`config.mk`:
```
export PLATFORM = sky130hd
export DESIGN_NAME = arp_responder_and_cache
export DESIGN_NICKNAME = d
export VERILOG_FILES = /design/src/arp_pkg.sv /design/src/arp_cache.sv /design/src/arp_responder_and_cache.sv
export SDC_FILE = /design/constraint.sdc
export NUM_CORES = 2
export LEC_CHECK = 0
export CAP_MARGIN = 10
export CORE_ASPECT_RATIO = 1.25
export CORE_MARGIN = 3
export CORE_UTILIZATION = 44
export DETAILED_ROUTE_END_ITERATION = 7
export DONT_BUFFER_PORTS = 1
export HOLD_SLACK_MARGIN = 0.05
export PLACE_DENSITY = 0.57
export SYNTH_ARGS = -nofsm -noshare
export SYNTH_HDL_FRONTEND = slang
export SYNTH_SLANG_ARGS = --single-unit
export TNS_END_PERCENT = 20
```
`constraint.sdc`:
```
create_clock -name i_clk -period 9.8 [get_ports i_clk]
set_clock_uncertainty 0.2 [all_clocks]
set_input_delay 2.45 -clock i_clk [delete_from_list [all_inputs] [get_ports i_clk]]
set_output_delay 2.45 -clock i_clk [all_outputs]
set_load 0.005 [all_outputs]
```
`src/arp_pkg.sv`:
```
// package: types, codes and constants of the arp responder and cache
package arp_pkg;

    localparam int CACHE_ENTRIES_DEF = 16;

    localparam logic [10:0] MIN_ARP_LEN = 11'd28;
    localparam logic [15:0] OPC_REQUEST = 16'd1;
    localparam logic [15:0] OPC_REPLY   = 16'd2;
    localparam logic [1:0]  TX_REQUEST  = 2'd1;
    localparam logic [1:0]  TX_REPLY    = 2'd2;
    localparam logic [47:0] MAC_BCAST   = 48'hFFFF_FFFF_FFFF;

    localparam logic [1:0] CFG_LOCAL_MAC = 2'd0;
    localparam logic [1:0] CFG_LOCAL_IP  = 2'd1;

    typedef enum logic [1:0] {
        REQ_RX     = 2'd0,
        REQ_ADD    = 2'd1,
        REQ_SEND   = 2'd2,
        REQ_LOOKUP = 2'd3
    } t_req_type;

    typedef enum logic [1:0] {
        ST_OK        = 2'd0,
        ST_BAD_FRAME = 2'd1,
        ST_UNMATCHED = 2'd2,
        ST_FULL      = 2'd3
    } t_status;

    typedef struct packed {
        t_req_type   req_type;
        logic [10:0] frame_len;
        logic [15:0] opcode;
        logic [47:0] sender_mac;
        logic [31:0] sender_ip;
        logic [31:0] target_ip;
    } t_arp_req;

    typedef struct packed {
        logic        accepted;
        logic        tx_valid;
        logic [1:0]  tx_opcode;
        logic [47:0] tx_dest_mac;
        logic [47:0] tx_target_mac;
        logic [31:0] tx_target_ip;
        logic        lookup_hit;
        logic        found_resolved;
        logic [47:0] found_mac;
        logic        release_pending;
        t_status     status;
    } t_arp_res;

    typedef struct packed {
        logic add;
        logic resolve;
    } t_arp_cache_cmd;

    typedef struct packed {
        logic        hit;
        logic        full;
        logic        resolved;
        logic [47:0] mac;
    } t_arp_cache_stat;

endpackage

```
`src/arp_cache.sv`:
```
// arp cache: associative table of ip to mac entries with lowest-index search
module arp_cache #(
    parameter int CACHE_ENTRIES = arp_pkg::CACHE_ENTRIES_DEF
) (
    input  logic                     i_clk,
    input  logic                     i_rst_n,
    input  logic [31:0]              i_key,
    input  logic [47:0]              i_mac,
    input  arp_pkg::t_arp_cache_cmd  i_cmd,
    output arp_pkg::t_arp_cache_stat o_stat
);

    localparam int IDX_W = (CACHE_ENTRIES > 1) ? $clog2(CACHE_ENTRIES) : 1;

    logic [CACHE_ENTRIES-1:0] r_valid;
    logic [CACHE_ENTRIES-1:0] r_resolved;
    logic [31:0]              r_ip  [CACHE_ENTRIES];
    logic [47:0]              r_mac [CACHE_ENTRIES];

    logic [CACHE_ENTRIES-1:0] match;
    logic                     hit;
    logic [IDX_W-1:0]         hit_idx;
    logic [IDX_W-1:0]         free_idx;
    logic                     full;
    logic [IDX_W-1:0]         wr_idx;
    logic                     add_en;
    logic                     resolve_en;

    always_comb begin
        hit      = 1'b0;
        hit_idx  = '0;
        free_idx = '0;
        for (int i = CACHE_ENTRIES - 1; i >= 0; i--) begin
            match[i] = r_valid[i] && (r_ip[i] == i_key);
            if (match[i]) begin
                hit     = 1'b1;
                hit_idx = IDX_W'(i);
            end
            if (!r_valid[i]) begin
                free_idx = IDX_W'(i);
            end
        end
    end

    assign full       = &r_valid;
    assign wr_idx     = hit ? hit_idx : free_idx;
    assign add_en     = i_cmd.add && (hit || !full);
    assign resolve_en = i_cmd.resolve && hit;

    assign o_stat.hit      = hit;
    assign o_stat.full     = full;
    assign o_stat.resolved = hit && r_resolved[hit_idx];
    assign o_stat.mac      = hit ? r_mac[hit_idx] : '0;

    always_ff @(posedge i_clk) begin
        if (!i_rst_n) begin
            r_valid    <= '0;
            r_resolved <= '0;
        end else if (add_en) begin
            r_valid[wr_idx]    <= 1'b1;
            r_resolved[wr_idx] <= 1'b0;
        end else if (resolve_en) begin
            r_resolved[hit_idx] <= 1'b1;
        end
    end

    always_ff @(posedge i_clk) begin
        if (add_en) begin
            r_ip[wr_idx]  <= i_key;
            r_mac[wr_idx] <= '0;
        end else if (resolve_en) begin
            r_mac[hit_idx] <= i_mac;
        end
    end

endmodule

```
`src/arp_responder_and_cache.sv`:
```
// top level: arp responder with arp cache for one interface
//
// usage
// - command channel: an item is taken at a clock edge with i_start high and
//   o_busy low; o_busy stays low, so a new item may be issued every cycle
// - each item gives one result beat on o_result, marked by o_result_valid
//   for exactly one cycle: the item is held in the input register, and the
//   result register then raises the beat
// - throughput: one item per cycle; the input register, the parallel cache
//   compare and the result register form the only path, and the cache is
//   updated at the edge that captures the result, so the next item sees it
// - configuration: i_cfg_valid with o_cfg_ready (always high) writes
//   local_mac (index 0) or local_ip (index 1) from i_cfg_data; the user must
//   write only while no item is in flight; the block does not enforce it
// - reset clears the cache valid and resolved flags and both configuration
//   registers; no clearing pass is needed
// - the receiver cannot stall: a result beat not taken in its cycle is gone
module arp_responder_and_cache #(
    parameter int CACHE_ENTRIES = arp_pkg::CACHE_ENTRIES_DEF
) (
    input  logic              i_clk,
    input  logic              i_rst_n,
    input  logic              i_start,
    output logic              o_busy,
    input  arp_pkg::t_arp_req i_req,
    output logic              o_result_valid,
    output arp_pkg::t_arp_res o_result,
    input  logic              i_cfg_valid,
    output logic              o_cfg_ready,
    input  logic [1:0]        i_cfg_index,
    input  logic [47:0]       i_cfg_data
);

    logic                     r_in_valid;
    arp_pkg::t_arp_req        r_in;
    logic                     r_res_valid;
    arp_pkg::t_arp_res        r_res;
    arp_pkg::t_arp_res        n_res;
    logic [47:0]              r_local_mac;
    logic [31:0]              r_local_ip;

    logic [31:0]              key;
    arp_pkg::t_arp_cache_cmd  cmd;
    arp_pkg::t_arp_cache_stat stat;
    logic                     bad_frame;

    assign o_busy      = 1'b0;
    assign o_cfg_ready = 1'b1;

    always_ff @(posedge i_clk) begin
        if (!i_rst_n) begin
            r_local_mac <= '0;
            r_local_ip  <= '0;
        end else if (i_cfg_valid) begin
            case (i_cfg_index)
                arp_pkg::CFG_LOCAL_MAC: r_local_mac <= i_cfg_data;
                arp_pkg::CFG_LOCAL_IP:  r_local_ip  <= i_cfg_data[31:0];
                default: ;
            endcase
        end
    end

    always_ff @(posedge i_clk) begin
        if (!i_rst_n) begin
            r_in_valid  <= 1'b0;
            r_res_valid <= 1'b0;
        end else begin
            r_in_valid  <= i_start && !o_busy;
            r_res_valid <= r_in_valid;
        end
    end

    always_ff @(posedge i_clk) begin
        if (i_start && !o_busy) begin
            r_in <= i_req;
        end
        r_res <= n_res;
    end

    assign key = (r_in.req_type == arp_pkg::REQ_RX) ? r_in.sender_ip : r_in.target_ip;

    assign bad_frame = (r_in.frame_len < arp_pkg::MIN_ARP_LEN) ||
                       ((r_in.opcode != arp_pkg::OPC_REQUEST) &&
                        (r_in.opcode != arp_pkg::OPC_REPLY));

    always_comb begin
        n_res       = '0;
        cmd         = '0;
        case (r_in.req_type)
            arp_pkg::REQ_RX: begin
                if (bad_frame) begin
                    n_res.status = arp_pkg::ST_BAD_FRAME;
                end else if (r_in.opcode == arp_pkg::OPC_REQUEST) begin
                    if (r_in.target_ip == r_local_ip) begin
                        n_res.accepted      = 1'b1;
                        n_res.tx_valid      = 1'b1;
                        n_res.tx_opcode     = arp_pkg::TX_REPLY;
                        n_res.tx_dest_mac   = r_in.sender_mac;
                        n_res.tx_target_mac = r_in.sender_mac;
                        n_res.tx_target_ip  = r_in.sender_ip;
                    end
                end else begin
                    n_res.accepted = 1'b1;
                    if (stat.hit) begin
                        cmd.resolve           = r_in_valid;
                        n_res.release_pending = 1'b1;
                    end else begin
                        n_res.status = arp_pkg::ST_UNMATCHED;
                    end
                end
            end
            arp_pkg::REQ_ADD: begin
                if (stat.hit || !stat.full) begin
                    cmd.add        = r_in_valid;
                    n_res.accepted = 1'b1;
                end else begin
                    n_res.status = arp_pkg::ST_FULL;
                end
            end
            arp_pkg::REQ_SEND: begin
                n_res.accepted     = 1'b1;
                n_res.tx_valid     = 1'b1;
                n_res.tx_opcode    = arp_pkg::TX_REQUEST;
                n_res.tx_dest_mac  = arp_pkg::MAC_BCAST;
                n_res.tx_target_ip = r_in.target_ip;
            end
            arp_pkg::REQ_LOOKUP: begin
                n_res.accepted       = 1'b1;
                n_res.lookup_hit     = stat.hit;
                n_res.found_resolved = stat.resolved;
                n_res.found_mac      = stat.mac;
            end
            default: ;
        endcase
    end

    arp_cache #(
        .CACHE_ENTRIES(CACHE_ENTRIES)
    ) u_cache (
        .i_clk   (i_clk),
        .i_rst_n (i_rst_n),
        .i_key   (key),
        .i_mac   (r_in.sender_mac),
        .i_cmd   (cmd),
        .o_stat  (stat)
    );

    assign o_result_valid = r_res_valid;
    assign o_result       = r_res;

endmodule

```
# After elaboration in Yosys (flattened, before gate mapping)
# Memory sizes are Yosys's and may differ from the RTL's. A register that Yosys moved wholly into a read port is not among the register bits.
# Index checks and enable logic that the tools add are counted.
word_totals:
  reg_bits: 344
  latchBits: 0
  ramBits: 1280
  romBits: 0
  inputBits: 195
  out_inout_bits: 188
  word_cells: 180
  mem_count: 2
op_classes:
  n_addsub: 0
  mul: 0
  n_div: 0
  n_lt_le_gt_ge: 5
  n_eq_ne: 24
  shift: 0
  n_mux: 86
  bitwise_logic: 7
  n_reduce_logical: 35
memory_table:
  columns: ["memory", "depth", "width", "rd", "rd_clocked_by_memory_dff", "wr", "line", "rtl"]
  rows:
  - ["u_cache.r_mac", 16, 48, 1, 1, 1, "arp_cache.sv:18", "logic [47:0] r_mac [CACHE_ENTRIES];"]
  - ["u_cache.r_ip", 16, 32, 16, 0, 1, "arp_cache.sv:17", "logic [31:0] r_ip [CACHE_ENTRIES];"]
ops:
  columns: ["op", "count"]
  rows:
  - ["$eq A32 B32 Y1", 17]
  - ["$mux W132", 2]
  - ["$mux W4", 34]
  - ["$mux W131", 1]
  - ["$pmux W51 S2", 1]
  - ["$pmux W32 S2", 1]
  - ["$mux W48", 1]
  - ["$reduce_or A48 Y1", 1]
  - ["$mux W1", 34]
  - ["$mux W16", 2]
  - ["$mux W32", 1]
  - ["$or A16 B16 Y16", 2]
  - ["$logic_and A1 B1 Y1", 22]
  - ["$and A16 B16 Y16", 1]
  - ["$eq A16 B1 Y1 const B", 1]
  - ["$ne A16 B1 Y1 const B", 1]
  - ["$ne A16 B2 Y1 const B", 1]
  - ["$not A16 Y16", 1]
  - ["$reduce_and A16 Y1", 1]
  - ["$lt A11 B5 Y1 const B", 1]
  - ["$lt A4 B5 Y1 const B", 2]
  - ["$demux W1 S4", 2]
  - ["$ge A4 B1 Y1 const B", 2]
  - ["$mux W2", 4]
  - ["other kinds (14)", 21]

# Logic depth before layout (Yosys ltp)
depth:
  word_depth: 30
  ltp_mapped: 24
  mapped_depth_nobuf: 14

# Modules after synthesis
# A second synthesis with hierarchy kept.
unflattened:
  hier_cells: 4538
  hier_area_um2: 65929.5
by_module_without_submodules:
  columns: ["module", "instances", "cells_per_inst", "area_per_inst_um2", "seq_area_each_um2"]
  rows:
  - ["arp_cache", 1, 3575, 54054.3, 39077.5]
  - ["arp_responder_and_cache", 1, 963, 11875.1, 8558.2]

# Least setup slack after synthesis
# OpenSTA, ideal clock, no wires.
synth_timing:
  kind: "reg-to-reg"
  from: "register r_in[139] (netlist bit)"
  to: "memory u_cache.r_mac[10][0], enable pin"
  setup_ns: 0.454
  arrival_ns: 6.119
  required_time_ns: 9.146
  slack_ns: 3.028
  path_stages_with_launch: 19
  path_buffers: 6
  synth_period_minus_slack_ns: 6.772
  cell_sequence: "edfxtp_1 buf_4 buf_6 buf_6 or3b_2 and2_1 buf_2 inv_1 xnor2_1 nand4_1 or4_1 nor4_4 o21ai_1 and2_1 buf_2 a41oi_2 buf_2 nand3b_1 nor2_1"
synth_via:
  elab_chain_cells: 30
  elab_cells_between_ends: 85
  classes_between: "17 x eq/ne; 47 x mux; 21 x reduce/logical"
synth_rtl:
  columns: ["element", "line", "rtl"]
  rows:
  - ["start, declared", "arp_responder_and_cache.sv:35", "arp_pkg::t_arp_req r_in;"]
  - ["start signal, assigned", "arp_responder_and_cache.sv:75", "r_in <= i_req;"]
  - ["$logic_not A2 Y1 *", "arp_responder_and_cache.sv:80", "assign key = (r_in.req_type == arp_pkg::REQ_RX) ? r_in.sender_ip : r_in.target_ip;"]
  - ["$mux W32 *", "arp_responder_and_cache.sv:80", null]
  - ["named net key[12]", "arp_responder_and_cache.sv:42", "logic [31:0] key;"]
  - ["$eq A32 B32 Y1", "arp_cache.sv:34", "match[i] = r_valid[i] && (r_ip[i] == i_key);"]
  - ["$logic_and A1 B1 Y1", "arp_cache.sv:34", null]
  - ["$mux W1 (16 in a row)", "arp_cache.sv:35", "if (match[i]) begin"]
  - ["$mux W1", "arp_responder_and_cache.sv:104", "if (stat.hit) begin"]
  - ["$mux W1", "arp_responder_and_cache.sv:93", "end else if (r_in.opcode == arp_pkg::OPC_REQUEST) begin"]
  - ["$mux W1", "arp_responder_and_cache.sv:91", "if (bad_frame) begin"]
  - ["$mux W1", "arp_responder_and_cache.sv:89", "case (r_in.req_type)"]
  - ["$logic_and A1 B1 Y1", "arp_cache.sv:48", "assign resolve_en = i_cmd.resolve && hit;"]
  - ["$mux W1", "arp_cache.sv:71", "end else if (resolve_en) begin"]
  - ["$mux W1", "arp_cache.sv:68", "if (add_en) begin"]
  - ["$mux W1 (implied by the code)", "arp_cache.sv:72", "r_mac[hit_idx] <= i_mac;"]
  - ["$reduce_or A48 Y1 (no line)", null, null]
  - ["$mux W4 (no line) / $mux W1 (equally long branches)", null, null]
  - ["end, declared", "arp_cache.sv:18", null]
# Mark *: on every way through the listed nets, which the timed path passes. The rest lies on a longest branch.

# Final worst setup path
layout_timing:
  from: "register r_in[139] (netlist bit)"
  to: "memory u_cache.r_mac[3][2], enable pin"
# The elaborated chain is that of the path after synthesis.

==> impl_metrics.env <==
export IMPL_clockRootBuffer="clkbuf_16"
export IMPL_tightest_slew_ns=1.25
export IMPL_cp_startpoint="r_in[139]$_DFFE_PP_"
export IMPL_ys_seq_elements=1670
export IMPL_regToRegStartpoint="r_in[139]$_DFFE_PP_"
export IMPL_routed_wl_mm=270
export IMPL_drc_errors=0
export IMPL_endpoint="u_cache.r_mac[3][2]$_DFFE_PP_"
export IMPL_io_pins=383
export IMPL_placed_area_um2=73800
export IMPL_dp_hpwl_mm=174
export IMPL_fillers=13400
export IMPL_fin_area_um2=79600
export IMPL_globalplace_congestion=1.04
export IMPL_yosysSeqAreaShare_pct=67.9
export IMPL_vias=47000
export IMPL_ctsLongestPathBuffers=3
export IMPL_yosys_warnings=0
export IMPL_die_w_um=363
export IMPL_ctsHoldBuffers=0
export IMPL_grt_max_degree=154
export IMPL_cts_tree="yes"
export IMPL_synth_cell_types=92
export IMPL_rsz0062_at_grt="false"
export IMPL_synth_cell_area_um2=70100
export IMPL_htreeDepth=4
export IMPL_path_clk_slew_ns=0.07
export IMPL_layout_common_cells="edfxtp_1, a21oi_1, dfxtp_1, xnor2_1, nor4_1"
export IMPL_grt_overflow_total=0
export IMPL_clk_latency_ns=0.84
export IMPL_wl_per_cell_um=37.0
export IMPL_crit_fanout=63
export IMPL_fin_util_pct=50.4
export IMPL_final_common_cell="edfxtp_1"
export IMPL_critPathKind="reg2reg"
export IMPL_holdPathStages=2
export IMPL_core_um2=158000
export IMPL_antenna_found_initial=26
export IMPL_seq_area_um2=47600
export IMPL_synth_cells=4985
export IMPL_reg2reg_to="u_cache.r_mac[3][2]$_DFFE_PP_"
export IMPL_ff2ff_setup_slack_ns=1.57
export IMPL_worstRegToRegCells=17
export IMPL_status="completed"
export IMPL_drt_first_pass_iters=8
export IMPL_grt_pass1_wl_mm=363
export IMPL_vdd_drop_max_mv=0.169
export IMPL_finalCritPeriodShare_pct=84.0
export IMPL_syn_area_per_cell_um2=14.1
export IMPL_critical_path_startpoint_type="flop"
export IMPL_synth_edf_count=1419
export IMPL_initial_core_util_pct=44.4
export IMPL_fmax_mhz=121
export IMPL_slew_viol_final=0
export IMPL_fp_dieH_um=452
export IMPL_worstPathRequired_ns=10.11
export IMPL_cts_sinks=1670
export IMPL_crit_path_end_kind="flop"
export IMPL_worstPathArrival_ns=8.55
export IMPL_drt_iter0_markers=5953
export IMPL_period_needed_ns=8.23
export IMPL_multiInputGateArea_um2=21100
export IMPL_avgViaCountPerCell=6.44
export IMPL_hold_path_class="reg2reg"
export IMPL_ys_flop_type="edfxtp_1"
export IMPL_route_antenna_remaining_nets=0
export IMPL_cts_repair_resized=0
export IMPL_p_leak_nw=27.2
export IMPL_drive_gt1_share_pct=16.7
export IMPL_rows=163
export IMPL_fin_setup_tns_ns=0
export IMPL_syn_to_final_growth_pct=13.6
export IMPL_grt_pass1_vias=45000
export IMPL_p_per_area_nw_per_um2=201
export IMPL_maxSlewHeadroom_pct=15.7
export IMPL_finalHoldViolations=0
export IMPL_async_flop_share_pct=0
export IMPL_nets=5279
export IMPL_drv_cap=0
export IMPL_grt_usage_pct=32.2
export IMPL_numCtsBuffers=167
export IMPL_synthesis_nets=5180
export IMPL_io_buffers=0
export IMPL_dieArea_um2=164000
export IMPL_cts_setup_buffers=0
export IMPL_setup_viol=0
## routing by layer
metal | wire [um] | up-vias | share of wire (%) | GRT usage [%]
li1 | - | 19600 | - | -
met1 | 96900 | 23700 | 36 | 38.6
met2 | 125000 | 2855 | 46 | 51.3
met3 | 24100 | 928 | 8.9 | 6.96
met4 | 23800 | 6 | 8.8 | 23.5
met5 | 46 | - | 0.017 | 0
## critical path: stages (launching register included)
cell,delay [ns]
edfxtp_1,0.79
buf_12,0.36
or3b_2,0.71
and2_1,0.61
inv_1,0.71
a22oi_1,0.46
o2111ai_1,0.19
or4_1,0.62
nor4_2,0.28
buf_4,0.24
nor3_1,0.08
nand4_1,0.48
or2_2,0.25
and3b_1,0.34
o21a_1,0.22
nand2_1,0.27
nor2_4,0.64
buf_4,0.33
## how the worst min path moves through the flow
stage,startpoint,to,slack [ns]
floorplan,u_cache.r_resolved[0]$_SDFFE_PN0P_,u_cache.r_resolved[0]$_SDFFE_PN0P_,0.23
global placement,u_cache.r_resolved[12]$_SDFFE_PN0P_,u_cache.r_resolved[12]$_SDFFE_PN0P_,0.25
detailed placement,u_cache.r_resolved[0]$_SDFFE_PN0P_,u_cache.r_resolved[0]$_SDFFE_PN0P_,0.25
CTS,u_cache.r_resolved[0]$_SDFFE_PN0P_,u_cache.r_resolved[0]$_SDFFE_PN0P_,0.26
global route,u_cache.r_resolved[11]$_SDFFE_PN0P_,u_cache.r_resolved[11]$_SDFFE_PN0P_,0.28
finish,u_cache.r_resolved[0]$_SDFFE_PN0P_,u_cache.r_resolved[0]$_SDFFE_PN0P_,0.26
## layout make-up
cell class                      instances  share of cell area [%]
Antenna cell                           20                  0.0628
Tap cell                             2062                    3.24
Sequential cell                      1670                    59.8
Multi-Input combinational cell       2919                    26.5
Timing Repair Buffer                  224                    2.58
Inverter                              102                   0.481
Clock buffer                          223                    6.00
Clock inverter                         89                    1.35
## cell usage after synthesis (22+ instances only)
cell      instances  area (um^2)
and2_1          134          838
nand4_1          97          607
clkbuf_1        165          619
a21oi_1         285         1430
o22ai_1         112          701
o21a_1           22          165
xnor2_1         217         1900
or2_2            55          344
and3_1          168         1050
nor4_1          211         1320
xor2_1           95          832
a211oi_1         31          233
buf_4            39          293
a221oi_1         82          718
mux2_2          193         2170
nand2b_1         29          181
dfxtp_1         251         5020
o21ai_0          77          385
edfxtp_1       1419        42600
a21o_1           48          360
or4_1            34          255
or3b_2           25          219
o21ai_1          24          120
mux2i_1         198         1980
inv_1            96          360
nand3_1          89          445
buf_2            80          400
nor2b_1          36          225
nand2_1         168          631
nor2_1          112          420
nor3_1           58          290
## where the power goes
| group | total [mW] | internal [mW] | switching [mW] |
|---|---|---|---|
| Clock | 6.79 | 3.95 | 2.84 |
| Combinational | 1.34 | 0.335 | 1.01 |
| Sequential | 7.89 | 7.79 | 0.100 |
| Total | 16.0 | 12.1 | 3.95 |
## cell families (layout without fill, tap and decap cells)
group	after synthesis	after routing	synth area share, %
compound gates	873	873	8.40
flops	1670	1670	67.9
other cells	2	22	0.0107
mux	392	392	5.94
simple gates	1340	1340	11.3
buf+inv	396	638	2.55
xor+xnor	312	312	3.90
## sequential cells by signal, summed over array words and instances, names as in the netlist
signal	count
u_cache.r_valid	16
r_in_valid	1
u_cache.r_ip	512
o_result	185
u_cache.r_mac	768
u_cache.r_resolved	16
r_in	139
o_result_valid	1
r_local_ip	32
## stage by stage
| stage | setup slack [ns] | hold WS, ns | instances | power (mW) |
|---|---|---|---|---|
| finish | 1.57 | 0.260 | 7309 | 16.0 |
| global route | 1.44 | 0.281 | 7293 | 16.4 |
| CTS | 1.84 | 0.259 | 7289 | 16.1 |
| detailed placement | 1.88 | 0.250 | 6977 | 9.31 |
| global placement | 2.03 | 0.246 | 6977 | 9.31 |
| floorplan | 3.03 | 0.232 | 4985 | 8.59 |
Note: power is estimated with default switching activity, not from simulation.
